## src/sv/lwmc_pkg.sv

```systemverilog
// shared constants, types and helpers for the local window mean and contrast block
package lwmc_pkg;

   // image store geometry and window size
   localparam int MAX_WIDTH     = 128;
   localparam int MAX_HEIGHT    = 128;
   localparam int WINDOW_RADIUS = 5;

   localparam int WIN         = 2 * WINDOW_RADIUS + 1;
   localparam int WIN_W       = $clog2(WIN);
   localparam int STORE_DEPTH = MAX_WIDTH * MAX_HEIGHT;
   localparam int ADDR_W      = $clog2(STORE_DEPTH);
   localparam int PIX_W       = 9;

   // signed coordinate width: covers query plus offset plus radius and the image size
   localparam int MAX_DIM = (MAX_WIDTH > MAX_HEIGHT) ? MAX_WIDTH : MAX_HEIGHT;
   localparam int DIM_W   = $clog2(MAX_DIM + 1);
   localparam int COORD_W = ((DIM_W > 10) ? DIM_W : 10) + 1;

   // accumulator widths
   localparam int CNT_W = $clog2(WIN * WIN + 1);
   localparam int SUM_W = $clog2(WIN * WIN * 255 + 1) + 1;
   localparam int SQ_W  = $clog2(WIN * WIN * 65025 + 1);
   localparam int DIV_W = SQ_W;

   // item kinds
   localparam logic KIND_LOAD  = 1'b0;
   localparam logic KIND_QUERY = 1'b1;

   // register indexes
   localparam int CSR_IDX_W  = 2;
   localparam int CSR_DATA_W = 9;
   localparam logic [CSR_IDX_W-1:0] CSR_OFFSET_X     = 2'd0;
   localparam logic [CSR_IDX_W-1:0] CSR_OFFSET_Y     = 2'd1;
   localparam logic [CSR_IDX_W-1:0] CSR_IMAGE_WIDTH  = 2'd2;
   localparam logic [CSR_IDX_W-1:0] CSR_IMAGE_HEIGHT = 2'd3;

   localparam logic [7:0] IMAGE_WIDTH_RST  = 8'd128;
   localparam logic [7:0] IMAGE_HEIGHT_RST = 8'd128;

   // result codes
   localparam logic [7:0]  NO_TARGET_MEAN     = 8'd255;
   localparam logic [15:0] NO_TARGET_CONTRAST = 16'hFFFF;
   localparam logic [15:0] CONTRAST_MAX       = 16'h7FFF;
   localparam logic [7:0]  MEAN_MAX           = 8'd255;

   typedef struct packed {
      logic accept_query;
      logic load_pixel;
      logic rd_center;
      logic win_start;
      logic win_step;
      logic start_div;
      logic fin1;
      logic out_stats;
      logic out_notgt;
   } lwmc_cmd_type;

   typedef struct packed {
      logic in_image;
      logic center_transp;
      logic win_last;
      logic div_done;
      logic out_busy;
   } lwmc_stat_type;

   // row-major store address
   function automatic logic [ADDR_W-1:0] pix_addr(input logic [ADDR_W-1:0] row,
                                                  input logic [ADDR_W-1:0] col);
      return ADDR_W'(row * MAX_WIDTH + col);
   endfunction

endpackage

```

## src/sv/lwmc_ctrl.sv

```systemverilog
// controller: sequences loads, window scan, division and result hand-off
module lwmc_ctrl
   import lwmc_pkg::*;
(
   input  logic          clock,
   input  logic          reset,
   input  logic          req_valid,
   input  logic          req_kind,
   output logic          req_stall,
   input  lwmc_stat_type stat,
   output lwmc_cmd_type  cmd
);

   localparam logic [3:0] ST_IDLE   = 4'd0;
   localparam logic [3:0] ST_CHECK  = 4'd1;
   localparam logic [3:0] ST_CENTER = 4'd2;
   localparam logic [3:0] ST_SCAN   = 4'd3;
   localparam logic [3:0] ST_DRAIN  = 4'd4;
   localparam logic [3:0] ST_START  = 4'd5;
   localparam logic [3:0] ST_DIV    = 4'd6;
   localparam logic [3:0] ST_FIN1   = 4'd7;
   localparam logic [3:0] ST_FIN2   = 4'd8;
   localparam logic [3:0] ST_NOTGT  = 4'd9;

   logic [3:0] state_ff, state_in;

   assign req_stall = (state_ff != ST_IDLE);

   always_comb begin
      state_in = state_ff;
      cmd      = '0;
      unique case (state_ff)
         ST_IDLE: begin
            if (req_valid) begin
               if (req_kind == KIND_QUERY) begin
                  cmd.accept_query = 1'b1;
                  state_in         = ST_CHECK;
               end else begin
                  cmd.load_pixel = 1'b1;
               end
            end
         end
         ST_CHECK: begin
            if (stat.in_image) begin
               cmd.rd_center = 1'b1;
               state_in      = ST_CENTER;
            end else begin
               state_in = ST_NOTGT;
            end
         end
         ST_CENTER: begin
            if (stat.center_transp) begin
               state_in = ST_NOTGT;
            end else begin
               cmd.win_start = 1'b1;
               state_in      = ST_SCAN;
            end
         end
         ST_SCAN: begin
            cmd.win_step = 1'b1;
            if (stat.win_last) begin
               state_in = ST_DRAIN;
            end
         end
         ST_DRAIN: state_in = ST_START;
         ST_START: begin
            cmd.start_div = 1'b1;
            state_in      = ST_DIV;
         end
         ST_DIV: begin
            if (stat.div_done) begin
               state_in = ST_FIN1;
            end
         end
         ST_FIN1: begin
            cmd.fin1 = 1'b1;
            state_in = ST_FIN2;
         end
         ST_FIN2: begin
            if (!stat.out_busy) begin
               cmd.out_stats = 1'b1;
               state_in      = ST_IDLE;
            end
         end
         ST_NOTGT: begin
            if (!stat.out_busy) begin
               cmd.out_notgt = 1'b1;
               state_in      = ST_IDLE;
            end
         end
         default: state_in = ST_IDLE;
      endcase
   end

   always_ff @(posedge clock) begin
      if (reset) begin
         state_ff <= ST_IDLE;
      end else begin
         state_ff <= state_in;
      end
   end

`ifndef ASSERT_OFF
   a_out_free: assert property (@(posedge clock) disable iff (reset)
      (cmd.out_stats || cmd.out_notgt) |-> !stat.out_busy)
      else $error("result loaded while previous item still held");

   a_div_restart: assert property (@(posedge clock) disable iff (reset)
      cmd.start_div |=> !stat.div_done)
      else $error("divider done not cleared by start");

   a_div_held: assert property (@(posedge clock) disable iff (reset)
      (state_ff == ST_FIN2) |-> stat.div_done)
      else $error("divider quotient dropped before result formed");

   a_scan_end: assert property (@(posedge clock) disable iff (reset)
      (state_ff == ST_DRAIN) |-> $past(stat.win_last))
      else $error("window scan ended early");
`endif

endmodule
```

## config.mk

```make
export PLATFORM = sky130hd
export DESIGN_NAME = lwmc_ctrl
export DESIGN_NICKNAME = d
export VERILOG_FILES = /design/src/sv/lwmc_pkg.sv /design/src/sv/lwmc_ctrl.sv
export SDC_FILE = /design/constraint.sdc
export NUM_CORES = 1
export LEC_CHECK = 0
export BUFFER_PORTS_ARGS = -buffer_cell sky130_fd_sc_hd__buf_2
export CAP_MARGIN = 40
export CORE_AREA = 4 4 41 43
export CTS_CLUSTER_SIZE = 24
export DETAILED_ROUTE_END_ITERATION = 8
export DIE_AREA = 0 0 45 47
export SKIP_LAST_GASP = 1
export SLEW_MARGIN = 30
export SYNTH_ARGS = -nofsm -noshare
export SYNTH_HDL_FRONTEND = slang
export SYNTH_SLANG_ARGS = --single-unit
export TNS_END_PERCENT = 20
```

## constraint.sdc

```tcl
create_clock -name clock -period 3.05 [get_ports clock]
set_clock_uncertainty 0.1 [all_clocks]
set_input_delay 0 -clock clock [delete_from_list [all_inputs] [get_ports clock]]
set_output_delay 0 -clock clock [all_outputs]
set_load 0.01 [all_outputs]
```

==> results of run 1 <==
==> cell usage in the layout (no fill, tap or decap) <==
cell type       n
and3_2          1
nor3_1          2
nand3b_1        2
nor3b_1         1
or3b_2          1
a31oi_1         1
dlygate4sd3_1   1
dfxtp_1         4
o21ba_1         1
nand3_1         1
a2bb2oi_1       1
nand2b_1        4
a21o_1          1
nor4_4          1
o32ai_1         1
a211oi_1        2
a21boi_0        1
o21bai_2        1
clkbuf_4        3
a21oi_1         1
nor2_1          5
xnor2_1         1
nor4_1          2
nor3b_2         1
nor4b_1         2
and2b_1         1
a211oi_2        1
inv_1           3
o21ai_0         1
nand4_1         1
buf_2          18
nand2_1         4
==> how the worst max path moves through the flow <==
stage,start,to,slack (ns),cells after the start
2_1_floorplan,state_ff[1],state_ff[0],1.65,5
3_3_place_gp,state_ff[1],state_ff[0],1.45,4
3_5_place_dp,state_ff[1],state_ff[0],1.45,4
4_1_cts,state_ff[3],cmd[1],1.40,3
5_1_grt,state_ff[0],cmd[6],1.28,3
6_report,state_ff[3],cmd[1],1.40,3
==> cell type report <==
type                       count  share of cell area (%)
tap                           15                    3.55
clock buffer                   3                    4.26
multi-input combinational     42                    56.0
sequential                     4                    15.1
inverter                       3                    2.13
timing repair buffer          19                    18.9
==> cells in the mapped netlist (2+ instances only) <==
master    number
nor2_1         5
dfxtp_1        4
nand2_1        4
nand2b_1       4
inv_1          3
a211oi_1       2
buf_4          2
buf_6          2
nand3b_1       2
nor3_1         2
nor4_1         2
nor4b_1        2
==> layer usage <==
layer / vias to the layer above / GRT usage, % / part of all wire, % / wire length, µm
li1: 233 / - / - / -
met1: 202 / 14.5 / 48 / 478
met2: 12 / 14.1 / 44 / 433
met3: 2 / 4.21 / 6.8 / 67
met4: 0 / 4.68 / 0.81 / 8
met5: - / 0 / 0 / 0
==> power by group through the flow <==
stage	clock (W)	combinational (W)	sequential (W)
floorplan	0	0.000166	0.0000737
global placement	0	0.000167	0.000103
detailed placement	0	0.000167	0.000103
CTS	0.0000676	0.000169	0.000102
global route	0.0000708	0.000184	0.000107
finish	0.0000642	0.000168	0.000103
==> critical path, stage by stage, from the launching register on <==
cell	delay, ns
dfxtp_1	0.53
or3b_2	0.49
nor3_1	0.13
buf_2	0.16
==> repair_timing <==
action                    4_1_cts  5_1_grt
gates resized for setup         0        0
hold buffers                    1        0
hold endpoints to repair        3        0
==> through the flow <==
| stage | power [W] | cells | area [µm²] |
|---|---|---|---|
| floorplan | 0.000240 | 53 | 425 |
| global placement | 0.000271 | 82 | 497 |
| detailed placement | 0.000270 | 82 | 497 |
| CTS | 0.000338 | 86 | 529 |
| global route | 0.000361 | 86 | 529 |
| finish | 0.000335 | 86 | 529 |
==> cells by family (layout without fill, tap and decap cells) <==
family | after synthesis | count (layout) | synth area share (%)
and+or+nand+nor | 29 | 29 | 44.7
xor gates and xnor gates | 1 | 1 | 2.06
DFF | 4 | 4 | 18.8
buffers and inverters | 7 | 25 | 11.5
AOI/OAI and AO/OA | 12 | 12 | 22.9
==> impl_metrics.json, run 1 <==
{
  "setup_tns_ns": 0,
  "utilization_pct": 40.7,
  "port_buffers": 18,
  "synthTopCellsByArea": "dfxtp_1 (19%), nand2b_1 (5.9%), buf_6 (5.3%), nor4_4 (5.0%), nor2_1 (4.4%)",
  "avgSynthCellArea_um2": 8.03,
  "n_fill_cell": 143,
  "numCtsBuffers": 3,
  "min_path_cells": 4,
  "preCtsSetupSlack_ns": 1.45,
  "holdWs_ns": 0.0957,
  "status": "finished clean",
  "cp.required_ns": 2.95,
  "synth_top_area_share_pct": 18.8,
  "leakage_nw": 0.251,
  "register_area_um2": 80.1,
  "finalSetupViolCount": 0,
  "cp-end-kind": "output port",
  "async_flop_share_pct": 0,
  "start_util_pct": 32.7,
  "worst-r2r-cell-count": 4,
  "cts_tree": "yes",
  "hold_viol": 0,
  "arrival_ns": 1.55,
  "intPower_w": 0.000194,
  "holdPathEnd": "state_ff[2]",
  "power_frac_seq_pct": 30.6,
  "dieWidth_um": 45,
  "worst_slew_pin_slew_ns": 0.465,
  "multiInputGateArea_um2": 297,
  "nets": 82,
  "cts_root_buf": "clkbuf_4",
  "worstReg2RegStart": "state_ff[1]",
  "rows": 13,
  "fmax_ghz": 0.606,
  "drtIter0Drc": 9,
  "combPwrFrac_pct": 50.2,
  "viasPerCell": 5.22,
  "r2r_setup_slack_ns": 1.43,
  "ys_ff_latch": 4,
  "synth_edf_count": 0,
  "period_needed_ns": 1.65,
  "core_area_um2": 1300,
  "slew_violations": 0,
  "largest_register_ffs": 4,
  "yosysWarnings": 0,
  "seq_area_frac_synth_pct": 18.8,
  "p_sw_w": 0.000141,
  "grt_pass1_wl_um": 1640,
  "reg2reg_to": "state_ff[0]",
  "synth_cells": 53,
  "antenna_found_initial": 0,
  "ys_types": 31,
  "vdd_ir_drop_max_mv": 0.432,
  "sw_frac_of_total_pct": 42.0,
  "area_delta_synth_final_pct": 24.4,
  "diodes": 0,
  "clockPowerShare_pct": 19.2,
  "cts.path.max_buffers": 2,
  "cts_htree_levels": 1,
  "drc": 0,
  "via_count": 449,
  "synth_nets": 62,
  "firstDrtPassIters": 4,
  "rsz0062_at_grt": "false",
  "grt_max_degree": 14,
  "die-area_um2": 2120,
  "drive_gt1_share_pct": 38.0,
  "cp_max_fo": 9,
  "synth_ff_type": "dfxtp_1",
  "max-slew-margin-rel_pct": 69.0,
  "p_per_area_nw_per_um2": 633,
  "worstSetupPathType": "flip-flop to output port",
  "cts_setup_buffers": 0,
  "cap_violations": 0,
  "fin_ws_ns": 1.40,
  "track_usage_pct": 10.5,
  "grt_pass1_vias": 384,
  "wl_per_cell_um": 11.5,
  "gr-total-overflow": 0,
  "cts.sinks": 4,
  "top_register": "state_ff",
  "hold_start": "stat[1]",
  "dpl.hpwl_um": 743,
  "gp_congestion": 0.863,
  "start_kind": "flip-flop",
  "hp-class": "input pin to flip-flop",
  "synthesis.area_um2": 425,
  "largest_registers": "state_ff: 4 flops",
  "synth_top_cell_by_area": "dfxtp_1",
  "clock_latency_ns": 0.23,
  "ant_nets": 0,
  "routed_wl_um": 988,
  "die_h_um": 47,
  "fin_crit_sh_pct": 54.1,
  "clk_pin_slew_ns": 0.04,
  "ios": 19
}
No activity file was read; power rests on OpenSTA's default activity.
==> run 2, diff against run 1 <==
--- a/config.mk
+++ b/config.mk
@@ -5,6 +5,7 @@
 export SDC_FILE = /design/constraint.sdc
 export NUM_CORES = 1
 export LEC_CHECK = 0
+export ABC_AREA = 1
 export BUFFER_PORTS_ARGS = -buffer_cell sky130_fd_sc_hd__buf_2
 export CAP_MARGIN = 40
 export CORE_AREA = 4 4 41 43
==> constraint.sdc (replaced) <==
create_clock -name clock -period 1.5 [get_ports clock]
set_clock_uncertainty 0.1 [all_clocks]
set_input_delay 0 -clock clock [delete_from_list [all_inputs] [get_ports clock]]
set_output_delay 0 -clock clock [all_outputs]
set_load 0.01 [all_outputs]
==> run 2 against run 1 <==
Sequential power is 41% higher. Power grew 62%. Non-clock buffer count up 1.
==> impl_metrics.json, run 2 <==
{
  "grt_pass1_wl_um": 1730,
  "p_per_area_nw_per_um2": 989,
  "setup_tns_ns": 0,
  "fin_ws_ns": 0.116,
  "synth_nets": 76,
  "synth_cells": 67,
  "yosysWarnings": 0,
  "drtIter0Drc": 7,
  "max-slew-margin-rel_pct": 83.1,
  "top_register": "state_ff",
  "cts.path.max_buffers": 2,
  "via_count": 460,
  "core_area_um2": 1300,
  "preCtsSetupSlack_ns": 0.217,
  "rsz0062_at_grt": "false",
  "cp_max_fo": 8,
  "finalSetupViolCount": 0,
  "slowest_stage": "dfxtp_1",
  "period_needed_ns": 1.38,
  "cp.required_ns": 1.40,
  "routed_wl_um": 952,
  "p_total_w": 0.000542,
  "hp-class": "input pin to flip-flop",
  "synth_compound_area_share_pct": 11.7,
  "async_flop_share_pct": 0,
  "ys_top_cells_by_count": "inv_1 (12), nor2_1 (12), nand2_1 (10), nand2_2 (6), nand3_1 (5)",
  "arrival_ns": 1.28,
  "track_usage_pct": 11.3,
  "r2r_setup_slack_ns": 0.26,
  "die_h_um": 47,
  "synth-simple-area-share_pct": 52.7,
  "avgSynthCellArea_um2": 5.88,
  "ys_types": 16,
  "cts_root_buf": "clkbuf_4",
  "cts_tree": "yes",
  "start_util_pct": 30.3,
  "synth_top_cell_by_area": "dfxtp_1",
  "final_cell_mix": "buf_2 (18), inv_1 (12), nor2_1 (11)",
  "synth_top_family_by_area": "simple AND/OR/NAND/NOR gates",
  "status": "finished clean",
  "layout_commonest_cell": "buf_2",
  "viasPerCell": 4.38,
  "cts_htree_levels": 1,
  "synth_edf_count": 0,
  "area_delta_synth_final_pct": 39.0,
  "vdd_ir_drop_max_mv": 0.540,
  "cp_slowest_stage_delay_ns": 0.34,
  "worst_slew_pin_slew_ns": 0.253,
  "die-area_um2": 2120,
  "firstDrtPassIters": 4,
  "synth_top_area_share_pct": 20.3,
  "cap_violations": 0,
  "numCtsBuffers": 3,
  "rows": 13,
  "largest_registers": "state_ff: 4 flops",
  "largest_register_ffs": 4,
  "cp-end-kind": "output port",
  "dpl.hpwl_um": 770,
  "fmax_ghz": 0.722,
  "synthTopCellsByArea": "dfxtp_1 (20%), inv_1 (11%), nor2_1 (11%), nand2_1 (9.5%), nand2_2 (9.5%)",
  "grt_max_degree": 9,
  "synth_xor_area_share_pct": 0,
  "gp_congestion": 0.813,
  "grt_pass1_vias": 445,
  "synth_ff_type": "dfxtp_1",
  "clock_latency_ns": 0.23,
  "hold_viol": 0,
  "seq_area_frac_synth_pct": 20.3,
  "intPower_w": 0.000315,
  "cp_cell_sequence": "nor2_4 -> nand2_1 -> nor3b_1 -> buf_2",
  "worstSetupPathType": "flip-flop to output port",
  "holdWs_ns": 0.0460,
  "clk_pin_slew_ns": 0.04,
  "leakage_nw": 0.340,
  "synth_mux_area_share_pct": 0,
  "ant_nets": 0,
  "clockPowerShare_pct": 24.6,
  "synthesis.area_um2": 394,
  "power_frac_seq_pct": 26.7,
  "drive_gt1_share_pct": 42.2,
  "ios": 19,
  "start_kind": "flip-flop",
  "ys_ff_latch": 4,
  "port_buffers": 18,
  "diodes": 0,
  "antenna_found_initial": 0,
  "fin_crit_sh_pct": 92.3,
  "drc": 0,
  "synthAdderAreaFrac_pct": 0,
  "gr-total-overflow": 0,
  "p_sw_w": 0.000227,
  "dieWidth_um": 45,
  "sw_frac_of_total_pct": 41.8,
  "wl_per_cell_um": 9.07,
  "slew_violations": 0,
  "cts.sinks": 4,
  "nets": 101,
  "combPwrFrac_pct": 48.7
}
==> run 2: critical path, delay by kind of cell, from the launching register on <==
family | cells | cell delay (ns)
simple gates | 3 | 0.54
flops | 1 | 0.34
buf+inv | 1 | 0.17
==> run 2: cell families after synthesis <==
logic type | Yosys count
buffers and inverters | 16
AOI/OAI and AO/OA | 8
and+or+nand+nor | 39
DFF | 4
==> run 2: area by class of cell <==
class | instances | area (µm²)
clock buffer | 3 | 22.5
fill | 147 | 753
inverter | 16 | 60.1
multi-input combinational | 47 | 256
sequential | 4 | 80.1
tap | 15 | 18.8
timing repair buffer | 20 | 110
==> run 2: final timing paths <==
path,startpoint,endpoint,cells past startpoint
max,state_ff[2],cmd[7],4
min,stat[3],state_ff[3],5
max reg2reg,state_ff[0],state_ff[0],7
min reg2reg,state_ff[0],state_ff[0],2
==> run 2: metrics by stage <==
stage               instances  area (µm²)  util [%]
CTS                       105         546      41.9
detailed placement        100         503      38.7
global route              105         548      42.1
finish                    105         548      42.1
floorplan                  67         394         -
global placement          100         503      38.7
==> run 2: power by group through the flow <==
stage / Combinational (W) / Sequential, W / Clock [W]
3_5_place_dp: 0.000257 / 0.000145 / 0
5_1_grt: 0.000300 / 0.000147 / 0.000145
6_report: 0.000264 / 0.000145 / 0.000133
3_3_place_gp: 0.000257 / 0.000145 / 0
4_1_cts: 0.000263 / 0.000144 / 0.000139
2_1_floorplan: 0.000191 / 0.000140 / 0
==> run 2: layer usage <==
metal  share of wire, %  global-route usage [%]  vias to the layer above
met3                6.1                    2.30                        0
li1                   -                       -                      254
met2                 50                    19.8                       11
met1                 44                    13.2                      195
met4                  0                    5.26                        0
met5                  0                       0                        -
==> run 2: what timing repair did <==
item	4_1_cts	5_1_grt
resized for setup	0	1
buffers inserted	0	0
hold endpoints to repair	4	0
hold buffers	2	0
endpoints found under the setup margin	0	1
